`config.mk`:
```
export PLATFORM = sky130hd
export DESIGN_NAME = rgb_led_pulse_encoder_flat
export DESIGN_NICKNAME = d
export VERILOG_FILES = /design/src/rgbpe_pkg.sv /design/src/rgbpe_if.sv /design/src/rgbpe_cfg.sv /design/src/rgbpe_core.sv /design/src/rgb_led_pulse_encoder.sv /design/src/flat_wrapper.sv
export VERILOG_INCLUDE_DIRS = /design/src /design/src/src
export SDC_FILE = /design/constraint.sdc
export NUM_CORES = 1
export LEC_CHECK = 0
export BUFFER_PORTS_ARGS = -buffer_cell sky130_fd_sc_hd__buf_2
export CORE_MARGIN = 1.5
export CORE_UTILIZATION = 59
export CTS_CLUSTER_DIAMETER = 200
export DETAILED_ROUTE_END_ITERATION = 6
export PLACE_DENSITY = 0.9
export SLEW_MARGIN = 20
export SYNTH_ARGS = -nofsm -noshare
export SYNTH_HDL_FRONTEND = slang
export SYNTH_HIERARCHICAL = 1
export SYNTH_SLANG_ARGS = --single-unit
```
`constraint.sdc`:
```
create_clock -name clk -period 4.2 [get_ports clk]
set_clock_uncertainty 0.05 [all_clocks]
set_input_delay 0.63 -clock clk [delete_from_list [all_inputs] [get_ports clk]]
set_output_delay 0.63 -clock clk [all_outputs]
set_load 0.03 [all_outputs]
```
`src/rgb_led_pulse_encoder_assert.svh`:
```
// Assertion macros used by the encoder core.
// Each macro expects signals named clk and rst_n in the enclosing module.
`ifndef RGB_LED_PULSE_ENCODER_ASSERT_SVH
`define RGB_LED_PULSE_ENCODER_ASSERT_SVH

// Condition a implies condition b at the same clock edge.
`define RGBPE_ASSERT_NOW(label, cond_a, cond_b) \
  label: assert property (@(posedge clk) disable iff (!rst_n) (cond_a) |-> (cond_b)) \
    else $error("rgbpe check failed");

// Condition a implies condition b at the following clock edge.
`define RGBPE_ASSERT_NEXT(label, cond_a, cond_b) \
  label: assert property (@(posedge clk) disable iff (!rst_n) (cond_a) |=> (cond_b)) \
    else $error("rgbpe check failed");

`endif

```
`src/rgbpe_pkg.sv`:
```
package rgbpe_pkg;

  localparam int CHANNEL_BITS = 8;
  localparam int FRAME_W      = 3 * CHANNEL_BITS;
  localparam int BITS_W       = $clog2(FRAME_W + 1);
  localparam int SHORT_W      = 8;
  localparam int TICK_W       = 16;
  localparam int CFG_DATA_W   = 32;
  localparam int CFG_ADDR_W   = 5;
  localparam int CFG_IDX_W    = CFG_ADDR_W - 2;

  // Request codes
  localparam logic [1:0] REQ_TICK   = 2'd0;
  localparam logic [1:0] REQ_COLOR  = 2'd1;
  localparam logic [1:0] REQ_ENABLE = 2'd2;

  // Register indexes
  localparam logic [CFG_IDX_W-1:0] REG_ONE_HIGH  = 3'd0;
  localparam logic [CFG_IDX_W-1:0] REG_ONE_LOW   = 3'd1;
  localparam logic [CFG_IDX_W-1:0] REG_ZERO_HIGH = 3'd2;
  localparam logic [CFG_IDX_W-1:0] REG_ZERO_LOW  = 3'd3;
  localparam logic [CFG_IDX_W-1:0] REG_LATCH_GAP = 3'd4;

  // Register reset values
  localparam logic [SHORT_W-1:0] ONE_HIGH_RST  = 8'd16;
  localparam logic [SHORT_W-1:0] ONE_LOW_RST   = 8'd9;
  localparam logic [SHORT_W-1:0] ZERO_HIGH_RST = 8'd8;
  localparam logic [SHORT_W-1:0] ZERO_LOW_RST  = 8'd17;
  localparam logic [TICK_W-1:0]  LATCH_GAP_RST = 16'd1200;

  // Colour reset values
  localparam logic [CHANNEL_BITS-1:0] RED_RST   = '0;
  localparam logic [CHANNEL_BITS-1:0] GREEN_RST = '1;
  localparam logic [CHANNEL_BITS-1:0] BLUE_RST  = '0;

  typedef enum logic [3:0] {
    PH_IDLE = 4'b0001,
    PH_HIGH = 4'b0010,
    PH_LOW  = 4'b0100,
    PH_GAP  = 4'b1000
  } phase_t;

  typedef struct packed {
    logic [SHORT_W-1:0] one_high_ticks;
    logic [SHORT_W-1:0] one_low_ticks;
    logic [SHORT_W-1:0] zero_high_ticks;
    logic [SHORT_W-1:0] zero_low_ticks;
    logic [TICK_W-1:0]  latch_gap_ticks;
  } cfg_t;

  typedef struct packed {
    logic [1:0]              req_type;
    logic [CHANNEL_BITS-1:0] red;
    logic [CHANNEL_BITS-1:0] green;
    logic [CHANNEL_BITS-1:0] blue;
    logic                    enable_value;
  } item_t;

  typedef struct packed {
    logic line_level;
    logic busy_res;
    logic frame_done;
  } result_t;

  // A programmed length of zero counts as one tick.
  function automatic logic [TICK_W-1:0] at_least_one(input logic [TICK_W-1:0] v);
    logic [TICK_W-1:0] r;
    r = (v == '0) ? TICK_W'(1) : v;
    return r;
  endfunction

endpackage

```
`src/rgbpe_if.sv`:
```
interface rgbpe_in_if;
  import rgbpe_pkg::*;

  logic                    valid;
  logic                    ready;
  logic [1:0]              req_type;
  logic [CHANNEL_BITS-1:0] red;
  logic [CHANNEL_BITS-1:0] green;
  logic [CHANNEL_BITS-1:0] blue;
  logic                    enable_value;

  modport source (output valid, req_type, red, green, blue, enable_value, input ready);
  modport sink   (input valid, req_type, red, green, blue, enable_value, output ready);
endinterface

interface rgbpe_out_if;
  logic valid;
  logic ready;
  logic line_level;
  logic busy_res;
  logic frame_done;

  modport source (output valid, line_level, busy_res, frame_done, input ready);
  modport sink   (input valid, line_level, busy_res, frame_done, output ready);
endinterface

```
`src/rgbpe_cfg.sv`:
```
module rgbpe_cfg (
  input  logic                            clk,
  input  logic                            rst_n,
  input  logic                            psel,
  input  logic                            penable,
  input  logic                            pwrite,
  input  logic [rgbpe_pkg::CFG_ADDR_W-1:0] paddr,
  input  logic [rgbpe_pkg::CFG_DATA_W-1:0] pwdata,
  output logic [rgbpe_pkg::CFG_DATA_W-1:0] prdata,
  output logic                            pready,
  output rgbpe_pkg::cfg_t                 cfg
);
  import rgbpe_pkg::*;

  cfg_t                 cfg_r;
  logic                 wr_en;
  logic [CFG_IDX_W-1:0] idx;

  assign pready = 1'b1;
  assign wr_en  = psel && penable && pwrite;
  assign idx    = paddr[CFG_ADDR_W-1:2];
  assign cfg    = cfg_r;

  always_ff @(posedge clk) begin
    if (!rst_n) begin
      cfg_r.one_high_ticks  <= ONE_HIGH_RST;
      cfg_r.one_low_ticks   <= ONE_LOW_RST;
      cfg_r.zero_high_ticks <= ZERO_HIGH_RST;
      cfg_r.zero_low_ticks  <= ZERO_LOW_RST;
      cfg_r.latch_gap_ticks <= LATCH_GAP_RST;
    end else if (wr_en) begin
      unique case (idx)
        REG_ONE_HIGH:  cfg_r.one_high_ticks  <= pwdata[SHORT_W-1:0];
        REG_ONE_LOW:   cfg_r.one_low_ticks   <= pwdata[SHORT_W-1:0];
        REG_ZERO_HIGH: cfg_r.zero_high_ticks <= pwdata[SHORT_W-1:0];
        REG_ZERO_LOW:  cfg_r.zero_low_ticks  <= pwdata[SHORT_W-1:0];
        REG_LATCH_GAP: cfg_r.latch_gap_ticks <= pwdata[TICK_W-1:0];
        default: ;
      endcase
    end
  end

  always_comb begin
    unique case (idx)
      REG_ONE_HIGH:  prdata = CFG_DATA_W'(cfg_r.one_high_ticks);
      REG_ONE_LOW:   prdata = CFG_DATA_W'(cfg_r.one_low_ticks);
      REG_ZERO_HIGH: prdata = CFG_DATA_W'(cfg_r.zero_high_ticks);
      REG_ZERO_LOW:  prdata = CFG_DATA_W'(cfg_r.zero_low_ticks);
      REG_LATCH_GAP: prdata = CFG_DATA_W'(cfg_r.latch_gap_ticks);
      default:       prdata = '0;
    endcase
  end

endmodule

```
`src/rgbpe_core.sv`:
```
module rgbpe_core (
  input  logic               clk,
  input  logic               rst_n,
  input  logic               step,
  input  rgbpe_pkg::item_t   item,
  input  rgbpe_pkg::cfg_t    cfg,
  output rgbpe_pkg::result_t result
);
  import rgbpe_pkg::*;

  `include "rgb_led_pulse_encoder_assert.svh"

  logic [CHANNEL_BITS-1:0] red_r, red_nxt;
  logic [CHANNEL_BITS-1:0] green_r, green_nxt;
  logic [CHANNEL_BITS-1:0] blue_r, blue_nxt;
  logic                    enabled_r, enabled_nxt;
  logic                    pending_r, pending_nxt;
  logic [FRAME_W-1:0]      shift_r, shift_nxt;
  logic [BITS_W-1:0]       bits_r, bits_nxt;
  phase_t                  phase_r, phase_nxt;
  logic [TICK_W-1:0]       ticks_r, ticks_nxt;

  logic                    start;
  logic                    done;
  logic [TICK_W-1:0]       ticks_dec;
  logic [FRAME_W-1:0]      shifted;
  logic [BITS_W-1:0]       bits_dec;

  assign ticks_dec = (ticks_r != '0) ? ticks_r - TICK_W'(1) : ticks_r;
  assign shifted   = {shift_r[FRAME_W-2:0], 1'b0};
  assign bits_dec  = (bits_r != '0) ? bits_r - BITS_W'(1) : bits_r;

  always_comb begin
    red_nxt     = red_r;
    green_nxt   = green_r;
    blue_nxt    = blue_r;
    enabled_nxt = enabled_r;
    pending_nxt = pending_r;
    shift_nxt   = shift_r;
    bits_nxt    = bits_r;
    phase_nxt   = phase_r;
    ticks_nxt   = ticks_r;
    start       = 1'b0;
    done        = 1'b0;

    unique case (item.req_type)
      REQ_TICK: begin
        if (phase_r != PH_IDLE) begin
          if (ticks_dec != '0) begin
            ticks_nxt = ticks_dec;
          end else begin
            unique case (phase_r)
              PH_HIGH: begin
                phase_nxt = PH_LOW;
                ticks_nxt = at_least_one(TICK_W'(shift_r[FRAME_W-1] ?
                                         cfg.one_low_ticks : cfg.zero_low_ticks));
              end
              PH_LOW: begin
                shift_nxt = shifted;
                bits_nxt  = bits_dec;
                if (bits_dec != '0) begin
                  phase_nxt = PH_HIGH;
                  ticks_nxt = at_least_one(TICK_W'(shifted[FRAME_W-1] ?
                                           cfg.one_high_ticks : cfg.zero_high_ticks));
                end else begin
                  phase_nxt = PH_GAP;
                  ticks_nxt = at_least_one(cfg.latch_gap_ticks);
                end
              end
              PH_GAP: begin
                done        = 1'b1;
                phase_nxt   = PH_IDLE;
                ticks_nxt   = '0;
                pending_nxt = 1'b0;
                start       = pending_r && enabled_r;
              end
              default: ;
            endcase
          end
        end
      end
      REQ_COLOR: begin
        red_nxt   = item.red;
        green_nxt = item.green;
        blue_nxt  = item.blue;
        if (enabled_r) begin
          if (phase_r == PH_IDLE) begin
            start = 1'b1;
          end else begin
            pending_nxt = 1'b1;
          end
        end
      end
      REQ_ENABLE: begin
        enabled_nxt = item.enable_value;
        if (item.enable_value) begin
          if (phase_r == PH_IDLE) begin
            start = 1'b1;
          end else begin
            pending_nxt = 1'b1;
          end
        end
      end
      default: ;
    endcase

    // A new frame always carries the colour as it stands after this word.
    if (start) begin
      shift_nxt = {green_nxt, red_nxt, blue_nxt};
      bits_nxt  = BITS_W'(FRAME_W);
      phase_nxt = PH_HIGH;
      ticks_nxt = at_least_one(TICK_W'(green_nxt[CHANNEL_BITS-1] ?
                               cfg.one_high_ticks : cfg.zero_high_ticks));
    end
  end

  assign result.line_level = (phase_nxt == PH_HIGH);
  assign result.busy_res   = (phase_nxt != PH_IDLE);
  assign result.frame_done = done;

  always_ff @(posedge clk) begin
    if (!rst_n) begin
      red_r     <= RED_RST;
      green_r   <= GREEN_RST;
      blue_r    <= BLUE_RST;
      enabled_r <= 1'b1;
      pending_r <= 1'b0;
      shift_r   <= '0;
      bits_r    <= '0;
      phase_r   <= PH_IDLE;
      ticks_r   <= '0;
    end else if (step) begin
      red_r     <= red_nxt;
      green_r   <= green_nxt;
      blue_r    <= blue_nxt;
      enabled_r <= enabled_nxt;
      pending_r <= pending_nxt;
      shift_r   <= shift_nxt;
      bits_r    <= bits_nxt;
      phase_r   <= phase_nxt;
      ticks_r   <= ticks_nxt;
    end
  end

  `RGBPE_ASSERT_NOW(a_bits_in_frame, (phase_r == PH_HIGH || phase_r == PH_LOW), (bits_r != '0))
  `RGBPE_ASSERT_NOW(a_ticks_when_busy, (phase_r != PH_IDLE), (ticks_r != '0))
  `RGBPE_ASSERT_NOW(a_no_pending_idle, (phase_r == PH_IDLE), (!pending_r))
  `RGBPE_ASSERT_NEXT(a_gap_end, (step && item.req_type == REQ_TICK && phase_r == PH_GAP && ticks_r == TICK_W'(1)), (phase_r == PH_IDLE || phase_r == PH_HIGH))

endmodule

```
`src/rgb_led_pulse_encoder.sv`:
```
// Single-wire RGB LED encoder. Each word on the input channel is a time tick, a set-colour
// request or a set-enable request, and each produces exactly one result word giving the data
// line level, a busy flag and a frame-done strobe. Waveform time is counted in tick words only:
// pulse and latch gap lengths are set through the register port and must be written only
// while idle; the block itself does not enforce this. A word passes through an input
// register and one step of the waveform state machine into the result register, so one word
// is taken every cycle when the result side is not stalled; the single state update per
// cycle sets that rate. After reset the colour is green at full intensity and the block is
// enabled, but no frame is sent until a request arrives.
module rgb_led_pulse_encoder (
  input  logic                             clk,
  input  logic                             rst_n,
  rgbpe_in_if.sink                         in_ch,
  rgbpe_out_if.source                      out_ch,
  input  logic                             psel,
  input  logic                             penable,
  input  logic                             pwrite,
  input  logic [rgbpe_pkg::CFG_ADDR_W-1:0] paddr,
  input  logic [rgbpe_pkg::CFG_DATA_W-1:0] pwdata,
  output logic [rgbpe_pkg::CFG_DATA_W-1:0] prdata,
  output logic                             pready
);
  import rgbpe_pkg::*;

  cfg_t    cfg;
  item_t   item_r;
  logic    in_v_r, in_v_nxt;
  result_t res;
  result_t res_r;
  logic    out_v_r, out_v_nxt;
  logic    advance;
  logic    step;
  logic    in_fire;

  rgbpe_cfg u_cfg (
    .clk     (clk),
    .rst_n   (rst_n),
    .psel    (psel),
    .penable (penable),
    .pwrite  (pwrite),
    .paddr   (paddr),
    .pwdata  (pwdata),
    .prdata  (prdata),
    .pready  (pready),
    .cfg     (cfg)
  );

  rgbpe_core u_core (
    .clk    (clk),
    .rst_n  (rst_n),
    .step   (step),
    .item   (item_r),
    .cfg    (cfg),
    .result (res)
  );

  // The result register frees up when empty or when its word is being taken.
  assign advance     = !out_v_r || out_ch.ready;
  assign step        = in_v_r && advance;
  assign in_ch.ready = !in_v_r || advance;
  assign in_fire     = in_ch.valid && in_ch.ready;

  assign in_v_nxt  = in_fire ? 1'b1 : (step ? 1'b0 : in_v_r);
  assign out_v_nxt = step ? 1'b1 : (out_ch.ready ? 1'b0 : out_v_r);

  always_ff @(posedge clk) begin
    if (!rst_n) begin
      in_v_r  <= 1'b0;
      out_v_r <= 1'b0;
    end else begin
      in_v_r  <= in_v_nxt;
      out_v_r <= out_v_nxt;
    end
  end

  always_ff @(posedge clk) begin
    if (in_fire) begin
      item_r.req_type     <= in_ch.req_type;
      item_r.red          <= in_ch.red;
      item_r.green        <= in_ch.green;
      item_r.blue         <= in_ch.blue;
      item_r.enable_value <= in_ch.enable_value;
    end
    if (step) begin
      res_r <= res;
    end
  end

  assign out_ch.valid      = out_v_r;
  assign out_ch.line_level = res_r.line_level;
  assign out_ch.busy_res   = res_r.busy_res;
  assign out_ch.frame_done = res_r.frame_done;

endmodule
```
`src/flat_wrapper.sv`:
```
// flat-port wrapper written by rule: the top's interface ports become plain ports
module rgb_led_pulse_encoder_flat import rgbpe_pkg::*;
  (clk, rst_n, psel, penable, pwrite, paddr, pwdata, prdata, pready, in_ch_valid, in_ch_req_type, in_ch_red, in_ch_green, in_ch_blue, in_ch_enable_value, in_ch_ready, out_ch_valid, out_ch_line_level, out_ch_busy_res, out_ch_frame_done, out_ch_ready);
  rgbpe_in_if in_ch_i ();
  rgbpe_out_if out_ch_i ();
  input  logic clk;
  input  logic rst_n;
  input  logic psel;
  input  logic penable;
  input  logic pwrite;
  input  logic [rgbpe_pkg::CFG_ADDR_W-1:0] paddr;
  input  logic [rgbpe_pkg::CFG_DATA_W-1:0] pwdata;
  output logic [rgbpe_pkg::CFG_DATA_W-1:0] prdata;
  output logic pready;
  input wire logic [$bits(in_ch_i.valid)-1:0] in_ch_valid;
  input wire logic [$bits(in_ch_i.req_type)-1:0] in_ch_req_type;
  input wire logic [$bits(in_ch_i.red)-1:0] in_ch_red;
  input wire logic [$bits(in_ch_i.green)-1:0] in_ch_green;
  input wire logic [$bits(in_ch_i.blue)-1:0] in_ch_blue;
  input wire logic [$bits(in_ch_i.enable_value)-1:0] in_ch_enable_value;
  output wire logic [$bits(in_ch_i.ready)-1:0] in_ch_ready;
  output wire logic [$bits(out_ch_i.valid)-1:0] out_ch_valid;
  output wire logic [$bits(out_ch_i.line_level)-1:0] out_ch_line_level;
  output wire logic [$bits(out_ch_i.busy_res)-1:0] out_ch_busy_res;
  output wire logic [$bits(out_ch_i.frame_done)-1:0] out_ch_frame_done;
  input wire logic [$bits(out_ch_i.ready)-1:0] out_ch_ready;
  assign in_ch_i.valid = in_ch_valid;
  assign in_ch_i.req_type = in_ch_req_type;
  assign in_ch_i.red = in_ch_red;
  assign in_ch_i.green = in_ch_green;
  assign in_ch_i.blue = in_ch_blue;
  assign in_ch_i.enable_value = in_ch_enable_value;
  assign in_ch_ready = in_ch_i.ready;
  assign out_ch_valid = out_ch_i.valid;
  assign out_ch_line_level = out_ch_i.line_level;
  assign out_ch_busy_res = out_ch_i.busy_res;
  assign out_ch_frame_done = out_ch_i.frame_done;
  assign out_ch_i.ready = out_ch_ready;
  rgb_led_pulse_encoder u_core (.clk(clk), .rst_n(rst_n), .in_ch(in_ch_i), .out_ch(out_ch_i), .psel(psel), .penable(penable), .pwrite(pwrite), .paddr(paddr), .pwdata(pwdata), .prdata(prdata), .pready(pready));
endmodule
```
# Yosys cells after proc, flatten, opt, wreduce, memory -nomap -nowiden
# Cells that the tools add are included.
word_totals:
  register_bits: 155
  in_bits: 71
  word_cells: 137
classes:
  add_sub_neg: 2
  eq_ne: 19
  muxes: 54
  n_bitwise: 2
  n_reduce_logical: 36
op_table:
  columns: ["operator", "n"]
  rows:
  - ["$mux W24", 5]
  - ["$mux W16", 7]
  - ["$pmux W16 S5", 1]
  - ["$mux W8", 9]
  - ["$logic_not A16 Y1", 4]
  - ["$pmux W16 S3", 1]
  - ["$reduce_bool A16 Y1", 2]
  - ["$mux W5", 6]
  - ["$mux W4", 5]
  - ["$mux W1", 17]
  - ["$sub A16 B1 Y16 const B", 1]
  - ["$reduce_bool A5 Y1", 3]
  - ["$pmux W4 S3", 1]
  - ["$reduce_and A2 Y1", 6]
  - ["$reduce_bool A2 Y1", 5]
  - ["$eq A4 B2 Y1 const B", 2]
  - ["$ne A2 B2 Y1 const B", 4]
  - ["$ne A4 B1 Y1 const B", 2]
  - ["$reduce_and A7 Y1", 1]
  - ["$eq A3 B2 Y1 const B", 2]
  - ["$pmux W1 S3", 2]
  - ["$logic_and A1 B1 Y1", 5]
  - ["$reduce_and A5 Y1", 1]
  - ["$sub A5 B1 Y5 const B", 1]
  - ["16 further kinds", 20]

# Longest topological paths before layout
logic_depth:
  ltp_word: 10
  depth_mapped: 13
  ltp_nobuf: 10

# Hierarchy
# Netlist, hierarchy kept.
by_module_without_submodules:
  columns: ["mod", "instances", "cells_each", "area_per_inst_um2"]
  rows:
  - ["rgbpe_core", 1, 641, 5129.9]
  - ["rgbpe_cfg", 1, 255, 2403.6]
  - ["rgb_led_pulse_encoder", 1, 39, 1004.7]

# Worst setup path after synthesis
# OpenSTA, ideal clock, no wires.
synth_path:
  kind: "reg2reg"
  start: "reg u_core.u_core.ticks_r[0]"
  end: "reg u_core.res_r, in the netlist u_core/out_ch.line_level, data pin"
  setup_time_ns: 0.256
  arrival_ns: 2.987
  t_required_ns: 3.894
  setup_slack_ns: 0.907
  stages_incl_launch_ff: 13
  synth_period_minus_slack_ns: 3.293
  cell_sequence: "dfxtp_1 inv_1 ha_1 clkbuf_1 nand2b_1 o32a_1 a221oi_2 nor3_1 or4_4 buf_6 or4_4 mux2i_1 and4b_1"
synth_lines:
  columns: ["element", "line", "source"]
  rows:
  - ["from (decl)", "rgbpe_core.sv:21", "logic [TICK_W-1:0] ticks_r, ticks_nxt;"]
  - ["from (signal assigned)", "rgbpe_core.sv:141", "ticks_r <= ticks_nxt;"]
  - ["to (signal assigned)", "rgb_led_pulse_encoder.sv:85", "res_r <= res;"]
  - ["to (decl)", "rgb_led_pulse_encoder.sv:29", "result_t res_r;"]

# Worst setup path in the final report
layout_path:
  start: "reg u_core.u_core.ticks_r[0]"
  end: "reg u_core.u_core.shift_r[13]"
layout_between:
  elab_chain_cells: 8
layout_rtl:
  columns: ["element", "line", "source"]
  rows:
  - ["$sub A16 B1 Y16 / $reduce_bool A16 Y1 (equally long branches)", "rgbpe_core.sv:29", "assign ticks_dec = (ticks_r != '0) ? ticks_r - TICK_W'(1) : ticks_r;"]
  - ["$mux W16 *", "rgbpe_core.sv:29", null]
  - ["$reduce_bool A16 Y1 *", "rgbpe_core.sv:49", "if (ticks_dec != '0) begin"]
  - ["$mux W1", "rgbpe_core.sv:49", null]
  - ["$mux W1", "rgbpe_core.sv:48", "if (phase_r != PH_IDLE) begin"]
  - ["$pmux W1 S3", "rgbpe_core.sv:46", "unique case (item.req_type)"]
  - ["$ne A2 B2 Y1 (no source line) / $reduce_bool A2 Y1 (equally long branches)", null, null]
  - ["$reduce_and A5 Y1 (no source line)", null, null]
  - ["to (signal assigned)", "rgbpe_core.sv:138", "shift_r <= shift_nxt;"]
  - ["to (decl)", "rgbpe_core.sv:18", "logic [FRAME_W-1:0] shift_r, shift_nxt;"]
# Every way passes the cells marked *; elsewhere a longest branch is shown, timed or not.
# A chain may end at the register's enable or synchronous reset.

==> impl_metrics.json <==
{
  "grt_max_degree": 81,
  "grt_remaining_overflow": 0,
  "fin_crit_sh": 0.950,
  "syn_inst": 935,
  "die_area_mm2": 0.0152,
  "cts_sinks": 155,
  "power.leakage_nw": 3.82,
  "yosys.area.top_type_share": 0.293,
  "hold_viol": 0,
  "htreeDepth": 4,
  "clock_path_buffers": 2,
  "cap_violations": 0,
  "synth-edff-count": 30,
  "cts_tree": "yes",
  "grt_pass1_vias": 7072,
  "max_freq_ghz": 0.251,
  "crit_top_cell": "o21ai_2",
  "synth_top_area_cell": "dfxtp_1",
  "slowest_delay_ns": 0.72,
  "vdd_ir_drop_max_mv": 0.369,
  "drv_slew": 0,
  "post_cts.repair.setup_buffers": 0,
  "crit_path_top_delay_cell": "or4_4",
  "drt_iter0_drc": 778,
  "worstMarginPinSlew_ns": 1.11,
  "numCtsBuffers": 17,
  "rows": 43,
  "status": "complete, no violations",
  "avgViaCountPerCell": 6.51,
  "drc": 0,
  "core-area_mm2": 0.0140,
  "setup-violations-final": 0,
  "clk_latency_ns": 0.43,
  "dpl_worst_slack_ns": 0.357,
  "synth-seq-cells": 155,
  "post_cts_resized": 0,
  "antenna_cells": 0,
  "ios": 109,
  "critPathMaxFanout": 38,
  "finalCriticalPeriod_ns": 3.99,
  "dp_hpwl_um": 14100,
  "ys_seq_area_frac": 0.399,
  "hold_buffers": 0,
  "whs_ns": 0.326,
  "synth_warnings": 6,
  "startpoint_type": "flip-flop",
  "tns_ns": 0,
  "end_kind": "flip-flop",
  "synth.avg_cell_area_um2": 9.13,
  "initial_utilization": 0.610,
  "finalWirelength_um": 21800,
  "areaGrowthSynthToFinish_pct": 11.9,
  "ys_types": 75,
  "setup_ws_ns": 0.208,
  "instances_no_fill": 1166,
  "cts_root_buf": "clkbuf_16",
  "max_slew_margin": 0.258,
  "die_w_um": 123,
  "firstDrtPassIters": 6,
  "required_ns": 4.44,
  "vias": 7595,
  "synth_area_mm2": 0.00854,
  "arrival_ns": 4.23,
  "gp_congestion": 0.905,
  "synth-main-ff-cell": "dfxtp_1",
  "path_cells": "inv_1, ha_1, nor3b_1, and4_1, or3_1, o311ai_1, or4_4, o21ai_2, buf_12, o21ai_2, buf_4, mux2i_1",
  "synthArstFlopShare": 0,
  "nNetsFinal": 1051,
  "routedWlPerCell_um": 18.7,
  "synth.area.top_cells": "dfxtp_1 29%, mux2i_1 15%, edfxtp_1 11%, nand2_1 5.1%, o21ai_0 2.9%",
  "dp_cells": 1135,
  "synth_common_cells": "130 x mux2i_1, 125 x dfxtp_1, 116 x nand2_1",
  "path_class": "reg2reg",
  "ant_nets": 0,
  "drive_gt1_frac": 0.166,
  "dieHeight_um": 123,
  "clk_pin_slew_ns": 0.06,
  "rsz0062_at_grt": "false",
  "antenna_found_initial": 1,
  "worst_hold_path_type": "in2reg",
  "yosysMostFrequentCell": "mux2i_1",
  "numPortBuffers": 73,
  "powerDensity_mw_per_mm2": 411,
  "grt_first_pass_wirelength_um": 34900,
  "track_usage": 0.291
}
[stage by stage]
stage                     utilization  instance area (um2)  power, mW
after detailed placement        0.641                 8960       2.38
after floorplan                     -                 8590       2.20
after global routing            0.683                 9550       4.06
after global placement          0.641                 8960       2.37
final                           0.683                 9550       3.92
after CTS                       0.683                 9550       3.91
[sequential cells by signal (all words and copies together), names as in the netlist]
signal                    count
u_core/out_ch.valid           1
u_core/u_core/green_r         8
u_core/u_core/ticks_r        16
u_core/u_core/shift_r        24
u_core/out_ch.line_level      1
u_core/u_core/phase_r         4
u_core/u_core/bits_r          5
u_core/in_v_r                 1
u_core/u_core/enabled_r       1
u_core/out_ch.busy_res        1
u_core/item_r                27
u_core/u_core/blue_r          8
u_core/u_core/red_r           8
u_core/out_ch.frame_done      1
u_core/u_cfg/cfg             48
u_core/u_core/pending_r       1
[final timing paths]
check / startpoint / endpoint / slack, ns / depth (start not counted)
setup / recovery: u_core/u_core/ticks_r[0] / u_core/u_core/shift_r[13] / 0.21 / 12
hold / removal: in_ch_green[6] / u_core/item_r[15] / 0.33 / 1
setup reg to reg: u_core/u_core/ticks_r[0] / u_core/u_core/shift_r[13] / 0.21 / 12
hold reg to reg: u_core/u_core/shift_r[20] / u_core/u_core/shift_r[20] / 0.41 / 2
[cell usage in the layout, fill, tap and decap left out, drive strengths merged, types with 8 or more instances in the layout]
cell type	synthesis	routed
and2	11	11
nand4	10	10
nor2b	20	20
mux2i	130	130
clkbuf	52	24
inv	14	17
a21oi	29	29
a211oi	30	30
nand3	14	14
a21o	8	8
nand2	116	116
o22ai	17	17
buf	37	94
mux2	13	13
nor4	18	18
conb	2	17
nand2b	8	8
o211ai	26	26
nor3	28	28
edfxtp	30	30
nor2	45	45
o21ai	55	55
dfxtp	125	125
[layer usage]
metal  up-vias  wire (um)  track usage
met5         -         11            0
met4         2        687        0.125
met3        85       1850       0.0696
met2       421      10100        0.463
met1      3587       9090        0.380
li1       3500          -            -
[final cells by class]
type,instances,area (um2)
sequential,155,3400
multi-input combinational,691,4740
clock inverter,7,76.3
tap,180,225
clock buffer,24,514
inverter,15,56.3
timing repair buffer,94,538
fill,1042,4440
[power breakdown]
part	switching [mW]	total (mW)	internal, mW
clock network	0.617	1.54	0.920
logic	0.478	0.774	0.296
registers	0.0452	1.61	1.57
total	1.14	3.92	2.78
[critical path, delay by kind of cell, from the launching register on]
kind                     cells  cell delay [ns]
buffers and inverters        3             0.66
adder cells (fa/ha/maj)      1             0.34
AND/OR/NAND/NOR              4             1.71
multiplexers                 1             0.16
AO/OA/AOI/OAI                3             0.52
flip-flops                   1             0.38
[cell families after synthesis]
kind of cell	share of synthesized area
flip-flops	0.399
multiplexers	0.172
AO/OA/AOI/OAI	0.162
adder cells (fa/ha/maj)	0.00879
AND/OR/NAND/NOR	0.192
other	0.000880
XOR/XNOR	0.00718
buffers and inverters	0.0582
Power figures use the tool's default switching activity.
